--- src/rtl/gdd_pkg.sv ---
// Shared types, constants and calendar helpers for the Gregorian date difference block.
// No dependencies; imported by every module of the block.
package gdd_pkg;

    localparam int DAY_W  = 5;
    localparam int MON_W  = 4;
    localparam int YEAR_W = 14;
    localparam int DN_W   = 23;
    localparam int DIFF_W = 22;
    localparam int OFF_W  = 9;
    localparam int PROD_W = 26;
    localparam int Q_W    = 9;

    localparam int DIFF_FIELD_MAX = 4194303;

    // x / 25 == (x * 5243) >> 17 for x below 43690
    localparam logic [12:0] DIV25_K = 13'd5243;
    localparam int          DIV25_S = 17;

    localparam logic signed [1:0] ORD_LATER   = 2'sb01;
    localparam logic signed [1:0] ORD_EARLIER = 2'sb11;
    localparam logic signed [1:0] ORD_EQUAL   = 2'sb00;

    localparam logic [MON_W-1:0] MON_JAN = 4'd1;
    localparam logic [MON_W-1:0] MON_FEB = 4'd2;
    localparam logic [MON_W-1:0] MON_DEC = 4'd12;

    typedef struct packed {
        logic s1;
        logic s2;
        logic s3;
        logic s4;
    } gdd_en_t;

    function automatic logic [OFF_W-1:0] days_before_month(input logic [MON_W-1:0] m);
        logic [OFF_W-1:0] r;
        case (m)
            4'd1:    r = 9'd0;
            4'd2:    r = 9'd31;
            4'd3:    r = 9'd59;
            4'd4:    r = 9'd90;
            4'd5:    r = 9'd120;
            4'd6:    r = 9'd151;
            4'd7:    r = 9'd181;
            4'd8:    r = 9'd212;
            4'd9:    r = 9'd243;
            4'd10:   r = 9'd273;
            4'd11:   r = 9'd304;
            4'd12:   r = 9'd334;
            default: r = 9'd0;
        endcase
        return r;
    endfunction

    function automatic logic [DAY_W-1:0] month_length(input logic [MON_W-1:0] m,
                                                      input logic leap);
        logic [DAY_W-1:0] r;
        case (m)
            4'd2:                r = leap ? 5'd29 : 5'd28;
            4'd4, 4'd6, 4'd9,
            4'd11:               r = 5'd30;
            default:             r = 5'd31;
        endcase
        return r;
    endfunction

    function automatic int leap_count(input int y);
        return (y + 3) / 4 - (y + 99) / 100 + (y + 399) / 400;
    endfunction

    // span from 1 Jan of year 1 to 31 Dec of max_year, clamped to the field
    function automatic int diff_cap(input int max_year);
        int span;
        span = 365 * (max_year + 1) + leap_count(max_year + 1) - 367;
        if (span > DIFF_FIELD_MAX)
            span = DIFF_FIELD_MAX;
        return span;
    endfunction

endpackage

--- src/rtl/gregorian_date_difference.sv ---
// Gregorian date difference: checks two dates, orders them and counts the days between.
// Four-stage pipeline, one item per cycle unless m_ready holds it off; m_valid rises when the
// accepted item reaches the stage-4 registers, after passing stages 1, 2 and 3.
// Each stage holds its own valid bit and stalls only when the stage after it is full, so
// bubbles close up under back-pressure; the stage-1 multipliers (divide by 25) set the depth.
// Depends on gdd_pkg, gdd_day_number and gdd_diff.
module gregorian_date_difference #(
    parameter int MAX_YEAR = 9999
) (
    input  logic                          aclk,
    input  logic                          aresetn,
    input  logic                          s_valid,
    output logic                          s_ready,
    input  logic [gdd_pkg::DAY_W-1:0]     s_day_a,
    input  logic [gdd_pkg::MON_W-1:0]     s_month_a,
    input  logic [gdd_pkg::YEAR_W-1:0]    s_year_a,
    input  logic [gdd_pkg::DAY_W-1:0]     s_day_b,
    input  logic [gdd_pkg::MON_W-1:0]     s_month_b,
    input  logic [gdd_pkg::YEAR_W-1:0]    s_year_b,
    output logic                          m_valid,
    input  logic                          m_ready,
    output logic                          m_valid_a,
    output logic                          m_valid_b,
    output logic signed [1:0]             m_order,
    output logic [gdd_pkg::DIFF_W-1:0]    m_day_difference,
    output logic                          m_month_error
);
    import gdd_pkg::*;

    localparam logic [DN_W-1:0] DIFF_CAP = DN_W'(diff_cap(MAX_YEAR));

    logic [4:1] vld_reg, vld_next;
    logic [4:1] rdy;
    gdd_en_t    en;

    always_comb begin
        rdy[4]   = !vld_reg[4] || m_ready;
        rdy[3]   = !vld_reg[3] || rdy[4];
        rdy[2]   = !vld_reg[2] || rdy[3];
        rdy[1]   = !vld_reg[1] || rdy[2];
        en.s1    = rdy[1];
        en.s2    = rdy[2];
        en.s3    = rdy[3];
        en.s4    = rdy[4];
        vld_next = vld_reg;
        if (rdy[1]) vld_next[1] = s_valid;
        if (rdy[2]) vld_next[2] = vld_reg[1];
        if (rdy[3]) vld_next[3] = vld_reg[2];
        if (rdy[4]) vld_next[4] = vld_reg[3];
    end

    always_ff @(posedge aclk) begin
        if (!aresetn) begin
            vld_reg <= '0;
        end else begin
            vld_reg <= vld_next;
        end
    end

    assign s_ready = rdy[1];
    assign m_valid = vld_reg[4];

    // order and month error ride alongside the day-number pipes
    logic signed [1:0] ord_next;
    logic              merr_next;
    logic signed [1:0] ord1_reg, ord2_reg, ord3_reg, ord4_reg;
    logic              merr1_reg, merr2_reg, merr3_reg, merr4_reg;
    logic              ok4a_reg, ok4b_reg;

    always_comb begin
        if (s_year_a != s_year_b)
            ord_next = (s_year_a > s_year_b) ? ORD_LATER : ORD_EARLIER;
        else if (s_month_a != s_month_b)
            ord_next = (s_month_a > s_month_b) ? ORD_LATER : ORD_EARLIER;
        else if (s_day_a != s_day_b)
            ord_next = (s_day_a > s_day_b) ? ORD_LATER : ORD_EARLIER;
        else
            ord_next = ORD_EQUAL;
        merr_next = !(s_month_a inside {[MON_JAN:MON_DEC]})
                 || !(s_month_b inside {[MON_JAN:MON_DEC]});
    end

    logic [DN_W-1:0] num_a, num_b;
    logic            ok_a, ok_b;

    always_ff @(posedge aclk) begin
        if (en.s1) begin
            ord1_reg  <= ord_next;
            merr1_reg <= merr_next;
        end
        if (en.s2) begin
            ord2_reg  <= ord1_reg;
            merr2_reg <= merr1_reg;
        end
        if (en.s3) begin
            ord3_reg  <= ord2_reg;
            merr3_reg <= merr2_reg;
        end
        if (en.s4) begin
            ord4_reg  <= ord3_reg;
            merr4_reg <= merr3_reg;
            ok4a_reg  <= ok_a;
            ok4b_reg  <= ok_b;
        end
    end

    gdd_day_number u_dn_a (
        .aclk    (aclk),
        .en      (en),
        .day     (s_day_a),
        .month   (s_month_a),
        .year    (s_year_a),
        .day_num (num_a),
        .date_ok (ok_a)
    );

    gdd_day_number u_dn_b (
        .aclk    (aclk),
        .en      (en),
        .day     (s_day_b),
        .month   (s_month_b),
        .year    (s_year_b),
        .day_num (num_b),
        .date_ok (ok_b)
    );

    gdd_diff #(
        .DIFF_CAP (DIFF_CAP)
    ) u_diff (
        .aclk           (aclk),
        .en             (en),
        .num_a          (num_a),
        .num_b          (num_b),
        .month_err      (merr3_reg),
        .day_difference (m_day_difference)
    );

    assign m_valid_a     = ok4a_reg;
    assign m_valid_b     = ok4b_reg;
    assign m_order       = ord4_reg;
    assign m_month_error = merr4_reg;

`ifndef SYNTHESIS
    a_merr_zero: assert property (@(posedge aclk) disable iff (!aresetn)
        m_valid && m_month_error |-> m_day_difference == '0)
        else $error("month error with nonzero difference");

    a_equal_zero: assert property (@(posedge aclk) disable iff (!aresetn)
        m_valid && (m_order == ORD_EQUAL) |-> m_day_difference == '0)
        else $error("equal dates with nonzero difference");

    a_cap: assert property (@(posedge aclk) disable iff (!aresetn)
        m_valid |-> DN_W'(m_day_difference) <= DIFF_CAP)
        else $error("difference above saturation limit");

    a_order_code: assert property (@(posedge aclk) disable iff (!aresetn)
        m_valid |-> m_order != 2'sb10)
        else $error("bad order code");

    a_full_stall: assert property (@(posedge aclk) disable iff (!aresetn)
        !s_ready |-> m_valid && !m_ready && (vld_reg == 4'hF))
        else $error("input stalled with room in pipeline");
`endif

endmodule

--- src/rtl/gdd_day_number.sv ---
// Three-stage day number unit: day number since 1 Jan of year 0 and date validity.
// Depends on gdd_pkg.
module gdd_day_number (
    input  logic                        aclk,
    input  gdd_pkg::gdd_en_t            en,
    input  logic [gdd_pkg::DAY_W-1:0]   day,
    input  logic [gdd_pkg::MON_W-1:0]   month,
    input  logic [gdd_pkg::YEAR_W-1:0]  year,
    output logic [gdd_pkg::DN_W-1:0]    day_num,
    output logic                        date_ok
);
    import gdd_pkg::*;

    // stage 1
    logic [DAY_W-1:0]  d1_reg;
    logic [MON_W-1:0]  m1_reg;
    logic [YEAR_W-1:0] y1_reg;
    logic [PROD_W-1:0] prod_a_reg, prod_a_next;
    logic [PROD_W-1:0] prod_b_reg, prod_b_next;
    logic [PROD_W-1:0] prod_c_reg, prod_c_next;
    logic [14:0]       sum_b, sum_c;

    always_comb begin
        sum_b       = {1'b0, year} + 15'd99;
        sum_c       = {1'b0, year} + 15'd399;
        prod_a_next = PROD_W'({1'b0, year[13:2]}) * PROD_W'(DIV25_K);
        prod_b_next = PROD_W'(sum_b[14:2]) * PROD_W'(DIV25_K);
        prod_c_next = PROD_W'(sum_c[14:4]) * PROD_W'(DIV25_K);
    end

    always_ff @(posedge aclk) begin
        if (en.s1) begin
            d1_reg     <= day;
            m1_reg     <= month;
            y1_reg     <= year;
            prod_a_reg <= prod_a_next;
            prod_b_reg <= prod_b_next;
            prod_c_reg <= prod_c_next;
        end
    end

    // stage 2
    logic [DN_W-1:0]  base_reg, base_next;
    logic [OFF_W-1:0] off_reg, off_next;
    logic             ok2_reg, ok2_next;
    logic [Q_W-1:0]   qa, qb, qc;
    logic [11:0]      qa25, ra;
    logic [14:0]      sum_4;
    logic [12:0]      leaps;
    logic             leap;
    logic [DAY_W-1:0] mlen;

    always_comb begin
        qa    = prod_a_reg[DIV25_S +: Q_W];
        qb    = prod_b_reg[DIV25_S +: Q_W];
        qc    = prod_c_reg[DIV25_S +: Q_W];
        qa25  = 12'(qa) * 12'd25;
        ra    = y1_reg[13:2] - qa25;
        leap  = (y1_reg[1:0] == 2'd0) && ((ra != 12'd0) || (y1_reg[3:2] == 2'd0));
        sum_4 = {1'b0, y1_reg} + 15'd3;
        leaps = sum_4[14:2] - 13'(qb) + 13'(qc);
        base_next = DN_W'(y1_reg) * DN_W'(365) + DN_W'(leaps);
        off_next  = days_before_month(m1_reg) + OFF_W'(d1_reg)
                  + OFF_W'((m1_reg > MON_FEB) && leap);
        mlen      = month_length(m1_reg, leap);
        ok2_next  = (y1_reg != '0) && (m1_reg inside {[MON_JAN:MON_DEC]})
                  && (d1_reg != '0) && (d1_reg <= mlen);
    end

    always_ff @(posedge aclk) begin
        if (en.s2) begin
            base_reg <= base_next;
            off_reg  <= off_next;
            ok2_reg  <= ok2_next;
        end
    end

    // stage 3
    logic [DN_W-1:0] dn_reg;
    logic            ok3_reg;

    always_ff @(posedge aclk) begin
        if (en.s3) begin
            dn_reg  <= base_reg + DN_W'(off_reg);
            ok3_reg <= ok2_reg;
        end
    end

    assign day_num = dn_reg;
    assign date_ok = ok3_reg;

endmodule

--- src/rtl/gdd_diff.sv ---
// Final stage: absolute day-number difference with saturation and month-error zeroing.
// Depends on gdd_pkg.
module gdd_diff #(
    parameter logic [gdd_pkg::DN_W-1:0] DIFF_CAP = 23'd3652058
) (
    input  logic                        aclk,
    input  gdd_pkg::gdd_en_t            en,
    input  logic [gdd_pkg::DN_W-1:0]    num_a,
    input  logic [gdd_pkg::DN_W-1:0]    num_b,
    input  logic                        month_err,
    output logic [gdd_pkg::DIFF_W-1:0]  day_difference
);
    import gdd_pkg::*;

    logic [DN_W-1:0]   mag, sat;
    logic [DIFF_W-1:0] diff_reg, diff_next;

    always_comb begin
        mag       = (num_a > num_b) ? (num_a - num_b) : (num_b - num_a);
        sat       = (mag > DIFF_CAP) ? DIFF_CAP : mag;
        diff_next = month_err ? '0 : sat[DIFF_W-1:0];
    end

    always_ff @(posedge aclk) begin
        if (en.s4) begin
            diff_reg <= diff_next;
        end
    end

    assign day_difference = diff_reg;

endmodule

--- config.mk ---
export PLATFORM = sky130hd
export DESIGN_NAME = gregorian_date_difference
export DESIGN_NICKNAME = d
export VERILOG_FILES = /design/src/rtl/gdd_pkg.sv /design/src/rtl/gregorian_date_difference.sv /design/src/rtl/gdd_day_number.sv /design/src/rtl/gdd_diff.sv
export SDC_FILE = /design/constraint.sdc
export NUM_CORES = 2
export LEC_CHECK = 0
export BUFFER_PORTS_ARGS = -buffer_cell sky130_fd_sc_hd__buf_2
export CAP_MARGIN = 5
export CORE_MARGIN = 8
export CORE_UTILIZATION = 60
export DETAILED_ROUTE_END_ITERATION = 10
export GPL_TIMING_DRIVEN = 0
export PLACE_DENSITY = 0.85
export SLEW_MARGIN = 25
export SYNTH_ARGS = -nofsm -noshare
export SYNTH_HDL_FRONTEND = slang
export SYNTH_SLANG_ARGS = --single-unit
--- constraint.sdc ---
create_clock -name aclk -period 9.1 [get_ports aclk]
set_input_delay 0.455 -clock aclk [delete_from_list [all_inputs] [get_ports aclk]]
set_output_delay 0.455 -clock aclk [all_outputs]
set_load 0.02 [all_outputs]
; ---- After elaboration in Yosys (flattened, before gate mapping)
; Memories as Yosys holds them, arrays and structs flattened. A register that Yosys moved wholly into a read port is not among the register bits.
; Index checks and enable logic that the tools add are counted.
[totals]
in_bits = 50
ff_bits = 350
romBits = 288
n_memories = 2
elab_cells = 156
[op_classes]
n_reduce_logical = 40
order_cmp = 17
eq_ne = 13
muxes = 14
addsub = 22
mul = 10
[memory_table]
columns = memory, depth, width, read_ports, rd_clocked_by_memory_dff, wr, line
row1 = (no name shown), 16, 9, 1, 1, 0, gdd_pkg.sv:37  ; case (m)
row2 = (no name shown), 16, 9, 1, 1, 0, gdd_pkg.sv:37
[ops]
columns = cell, n
row1 = $mul A13 B13 Y26 const B, 2
row2 = $mul A12 B13 Y25 const B, 2
row3 = $mul A11 B13 Y24 const B, 2
row4 = $add A23 B13 Y23, 2
row5 = $add A23 B9 Y23, 2
row6 = $mul A14 B9 Y23 const B, 2
row7 = $sub A23 B23 Y23, 2
row8 = $add A14 B2 Y15 const B, 2
row9 = $add A14 B7 Y15 const B, 2
row10 = $add A14 B9 Y15 const B, 2
row11 = $reduce_bool A14 Y1, 2
row12 = $add A13 B7 Y13, 2
row13 = $sub A13 B9 Y13, 2
row14 = $mul A8 B5 Y12 const B, 2
row15 = $reduce_bool A12 Y1, 2
row16 = $sub A12 B12 Y12, 2
row17 = $gt A23 B22 Y1 const B, 1
row18 = $gt A23 B23 Y1, 1
row19 = $mux W23, 1
row20 = $mux W22, 1
row21 = $pmux W5 S2, 2
row22 = $add A9 B1 Y9, 2
row23 = $add A9 B5 Y9, 2
row24 = $eq A4 B3 Y1 const B, 4
row25 = 22 further kinds, 70

; ---- Logic depth before layout (Yosys ltp)
[logic_depth]
ltp_word = 9
mapped_depth = 32
mapped_depth_nobuf = 32

; ---- Cells and area by module
; Synthesis repeated with hierarchy kept, for this count alone.
[hier_totals]
cells_unflattened = 4129
area_unflattened_um2 = 41080.6
[modules_own_cells]
columns = mod, cells_each, area_each_um2, n_inst
row1 = gdd_day_number (u_dn_b), 1742, 17930.9, 1
row2 = gdd_day_number (u_dn_a), 1729, 17850.9, 1
row3 = gdd_diff, 542, 4082.7, 1
row4 = gregorian_date_difference, 116, 1216.2, 1

; ---- Least setup slack after synthesis
; Ideal clock, no wire load.
[synth_timing]
path_kind = input port to flip-flop
from = input port s_year_b[2] (netlist name)
to = register u_dn_b.prod_b_reg[25] (data pin)
path_stages = 27
arrival_ps = 6705
slack_ps = 2133
required_ps = 8838
cell_sequence = ha_1 o21ai_0 nor2_1 nor2_1 o21ai_0 and2_1 xnor2_1 fa_1 ha_1 fa_1 fa_1 inv_1 fa_1 inv_1 ha_1 a21o_1 a21o_1 a21o_1 a221o_1 nand2_1 o21ai_0 or4_1 o2111a_1 o21a_1 o21a_1 o31ai_1 xnor2_1
[synth_via]
elab_chain_cells = 2
[synth_lines]
columns = element, line
row1 = "start, declared", gregorian_date_difference.sv:19  ; input logic [gdd_pkg::YEAR_W-1:0] s_year_b,
row2 = $add A14 B7 Y15, gdd_day_number.sv:24  ; sum_b = {1'b0, year} + 15'd99;
row3 = $mul A13 B13 Y26, gdd_day_number.sv:27  ; prod_b_next = PROD_W'(sum_b[14:2]) * PROD_W'(DIV25_K);
row4 = named net u_dn_b.prod_b_next[25], gdd_day_number.sv:19  ; logic [PROD_W-1:0] prod_b_reg, prod_b_next;
row5 = "end signal, assigned", gdd_day_number.sv:37  ; prod_b_reg <= prod_b_next;
row6 = "end, declared", gdd_day_number.sv:19
; The timed path passes the listed nets, and every way through them passes these cells.
; A chain may end at the register's enable or synchronous reset.

; ---- Worst setup path in the final report
[layout_timing]
from = input port s_year_b[3] (netlist name)
to = register u_dn_b.prod_b_reg[25] (data pin)
; The elaborated chain is that of the path after synthesis.

==> qor_table.md <==
| Quantity | This run | Unit |
|:---|:---|:---|
| Number of buffers inserted by hold repair at cts | 0 | - |
| Distinct cell type count of the synthesized netlist | 86 | - |
| Count of vias placed by the detailed router | 27925 | - |
| GRT Overall Usage | 0.238 | - |
| Achievable Freq | 129 | MHz |
| Number of nets in the finished design | 5427 | - |
| Routed wirelength normalized by instance count | 17.6 | µm |
| Number of buffers and inverters on the critical path | 5 | - |
| Number of instances in the synthesized netlist | 3973 | - |
| Core Area | 66000 | µm² |
| Clock root cell | sky130_fd_sc_hd__clkbuf_16 | - |
| Total congestion overflow after global routing | 0 | - |
| Maxcap violations | 0 | - |
| Layout cell share with drive strength beyond 1 | 0.0436 | - |
| Run status | finished, final reports clean | - |
| Detailed Routing Iterations Pass 1 | 5 | - |
| Slowest CP cell | sky130_fd_sc_hd__fa_1 | - |
| Total Die Area | 75300 | µm² |
| Hold Path Stages | 1 | - |
| Initial core utilization | 0.607 | - |
| Average instance area after synthesis | 10.1 | µm² |
| Area occupied by multi-input gates | 28700 | µm² |
| Number of antenna violations at the first check in global routing | 17 | - |
| Number of placed I/O pins | 79 | - |
| Sequential Area | 7770 | µm² |
| Slowest cell delay on critical path | 0.59 | ns |
| Number of DRC violations after detailed routing | 0 | - |
| Worst-path clk slew | 0.06 | ns |
| Largest clock skew in the final design | 0.00932 | ns |
| Number of gates on the worst path with buffers counted | 30 | - |
| Crit Path Class | in2reg | - |
| Type of the worst min-delay path | in2reg | - |
| Horiz. Die Dim | 274 | µm |
| Final HPWL DP | 75200 | µm |
| Vias in the first global route | 29532 | - |
| Total length of routed wires | 87700 | µm |
| Syn_nets | 5316 | - |
| Number of sinks on the clock net | 266 | - |
| Number of synthesized flops with an enable pin | 244 | - |
| Flip-flop and latch count after synthesis | 266 | - |
| Violation count after the first detailed-routing iteration | 1725 | - |
| Gates resized, CTS repair | 0 | - |
| Pin count of the biggest net entering global routing | 52 | - |
| Post-CTS repair timing setup buffer count | 0 | - |
| Most common cell in the netlist | sky130_fd_sc_hd__inv_1 | - |
| Number of cell rows | 94 | - |
| Top post-synthesis cells by count | sky130_fd_sc_hd__inv_1, sky130_fd_sc_hd__ha_1, sky130_fd_sc_hd__fa_1, sky130_fd_sc_hd__edfxtp_1, sky130_fd_sc_hd__xnor2_1 | - |
| Number of warnings printed during yosys synthesis | 0 | - |
| Async set-or-reset flop fraction in the synthesized netlist | 0 | - |
| Max-slew violations | 0 | - |
| Quantity of I/O buffers inserted on ports | 78 | - |
| Final setup violation count | 0 | - |
| Buffers from clock root to sink, at most | 3 | - |
| Detail Route Antenna Nets | 0 | - |
| Htree depth | 1 | - |
| Wire length of the first global-routing pass | 145000 | µm |
| Setup crit end kind | flop | - |
| Top cell type's share of synthesized area | 0.268 | - |
| Mapped cell area | 40100 | µm² |
| Die Y-Extent | 274 | µm |
| Prevailing post-synth register cell | sky130_fd_sc_hd__edfxtp_1 | - |
| TritonCTS clock tree | built | - |
| Area growth syn-to-layout | 6.09 | % |
| Fin crit share | 0.851 | - |
| Number of buffers created by CTS | 27 | - |
| Nature of the critical path startpoint | input pin | - |
| Via-per-instance ratio | 5.61 | - |
| Max Fanout on Critical Path | 7 | - |
| Min Clock Period, post-route | 7.74 | ns |
| Worst Max-Slew Pin Slew | 1.05 | ns |
| Critical path data arrival time | 8.03 | ns |
| Biggest area contributors in the synthesized netlist | sky130_fd_sc_hd__ha_1, sky130_fd_sc_hd__fa_1, sky130_fd_sc_hd__edfxtp_1 | - |
| GP Congestion | 1.01 | - |
| Required arrival time at the worst endpoint | 9.39 | ns |
| CP top delay family | adder cells | - |
| Filler Cell Count | 4920 | - |
| Seq/Total Area, Yosys | 0.194 | - |
| Summed negative setup slack over all endpoints | 0 | ns |
| Later-pin clock latency in the skew report | 0.54 | ns |
| Slew HR | 0.282 | - |
| Hold violation count in the final report | 0 | - |
| Cell count of the worst reg-to-reg path | 23 | - |
| Biggest area consumer among synthesized cells | sky130_fd_sc_hd__ha_1 | - |
| Unrepaired setup endpoints after global routing | false | - |
-- stage by stage --
| step | hold WS [ns] | std cells | instance area (µm²) | worst slack (ns) | utilization |
|---|---|---|---|---|---|
| global placement | 0.401 | 4915 | 41500 | 1.10 | 0.629 |
| global route | 0.104 | 4971 | 42500 | 0.809 | 0.644 |
| floorplan | 0.400 | 3973 | 40100 | 2.13 | - |
| finish | 0.112 | 4979 | 42500 | 1.36 | 0.644 |
| detailed placement | 0.406 | 4919 | 41600 | 0.900 | 0.631 |
| CTS | 0.0878 | 4968 | 42500 | 1.45 | 0.643 |
-- worst paths after layout --
kind / to / slack (ns) / from
setup reg to reg: u_dn_b.base_reg[22] / 2.24 / u_dn_b.y1_reg[2]
setup / recovery: u_dn_b.prod_b_reg[25] / 1.36 / s_year_b[3]
hold reg to reg: ord3_reg[1] / 0.42 / ord2_reg[1]
hold / removal: u_dn_a.d1_reg[4] / 0.11 / s_day_a[4]
-- worst register-to-register path, stage by stage (launching register included) --
cell and delay (ns):
sky130_fd_sc_hd__edfxtp_1 0.56, sky130_fd_sc_hd__o21ai_0 0.27, sky130_fd_sc_hd__nor2_1 0.23, sky130_fd_sc_hd__nand2_1 0.13
sky130_fd_sc_hd__xnor2_1 0.27, sky130_fd_sc_hd__fa_1 0.49, sky130_fd_sc_hd__ha_1 0.34, sky130_fd_sc_hd__a21oi_1 0.22
sky130_fd_sc_hd__nor2b_1 0.07, sky130_fd_sc_hd__o21ai_0 0.21, sky130_fd_sc_hd__a21oi_1 0.12, sky130_fd_sc_hd__nor2b_1 0.24
sky130_fd_sc_hd__fa_1 0.44, sky130_fd_sc_hd__ha_1 0.24, sky130_fd_sc_hd__a2111oi_0 0.90, sky130_fd_sc_hd__nor4_1 0.18
sky130_fd_sc_hd__o31ai_1 0.32, sky130_fd_sc_hd__a21boi_0 0.19, sky130_fd_sc_hd__o31a_1 0.29, sky130_fd_sc_hd__o21ai_0 0.25
sky130_fd_sc_hd__a211oi_1 0.16, sky130_fd_sc_hd__a21o_1 0.20, sky130_fd_sc_hd__a21oi_1 0.17, sky130_fd_sc_hd__xnor2_1 0.11
-- routing by layer --
layer,share of wire,vias up,GRT usage
met5,0.00079,-,0
met4,0.044,12,0.0941
met3,0.067,232,0.0343
met2,0.48,756,0.415
met1,0.41,13501,0.296
li1,-,13424,-
-- logic make-up after synthesis --
kind of cell               count (synthesis)  synth area share
AOI/OAI and AO/OA                        565            0.0912
and+or+nand+nor                          607            0.0762
muxes                                     20           0.00509
xor gates and xnor gates                 262            0.0573
buffers and inverters                    960            0.0907
adders and majority gates               1293             0.486
DFF                                      266             0.194
-- cells in the final DEF, fill, tap and decap left out, drive strengths merged, types with 30 or more instances in the layout --
cell type,n
fa,436
nand4,30
nor3,49
nand3,57
buf,97
nor2,137
nand2b,30
a21o,84
nor2b,37
xor2,77
ha,857
a21oi,163
clkbuf,48
edfxtp,244
o21ai,125
xnor2,185
nand2,151
o21a,31
inv,930
-- area by class of cell --
cell class,instances,share of cell area
flip-flops and latches,266,0.183
plain buffers,32,0.00353
multi-input cells,2747,0.675
diodes,11,0.000648
clock inverters,18,0.00350
well taps,864,0.0254
clock buffers,31,0.0163
inverters,928,0.0820
repair buffers,82,0.0111
Power is left out: the tool's default activity adds up to more than one toggle a clock period on the data nets, which glitch-free logic cannot reach.
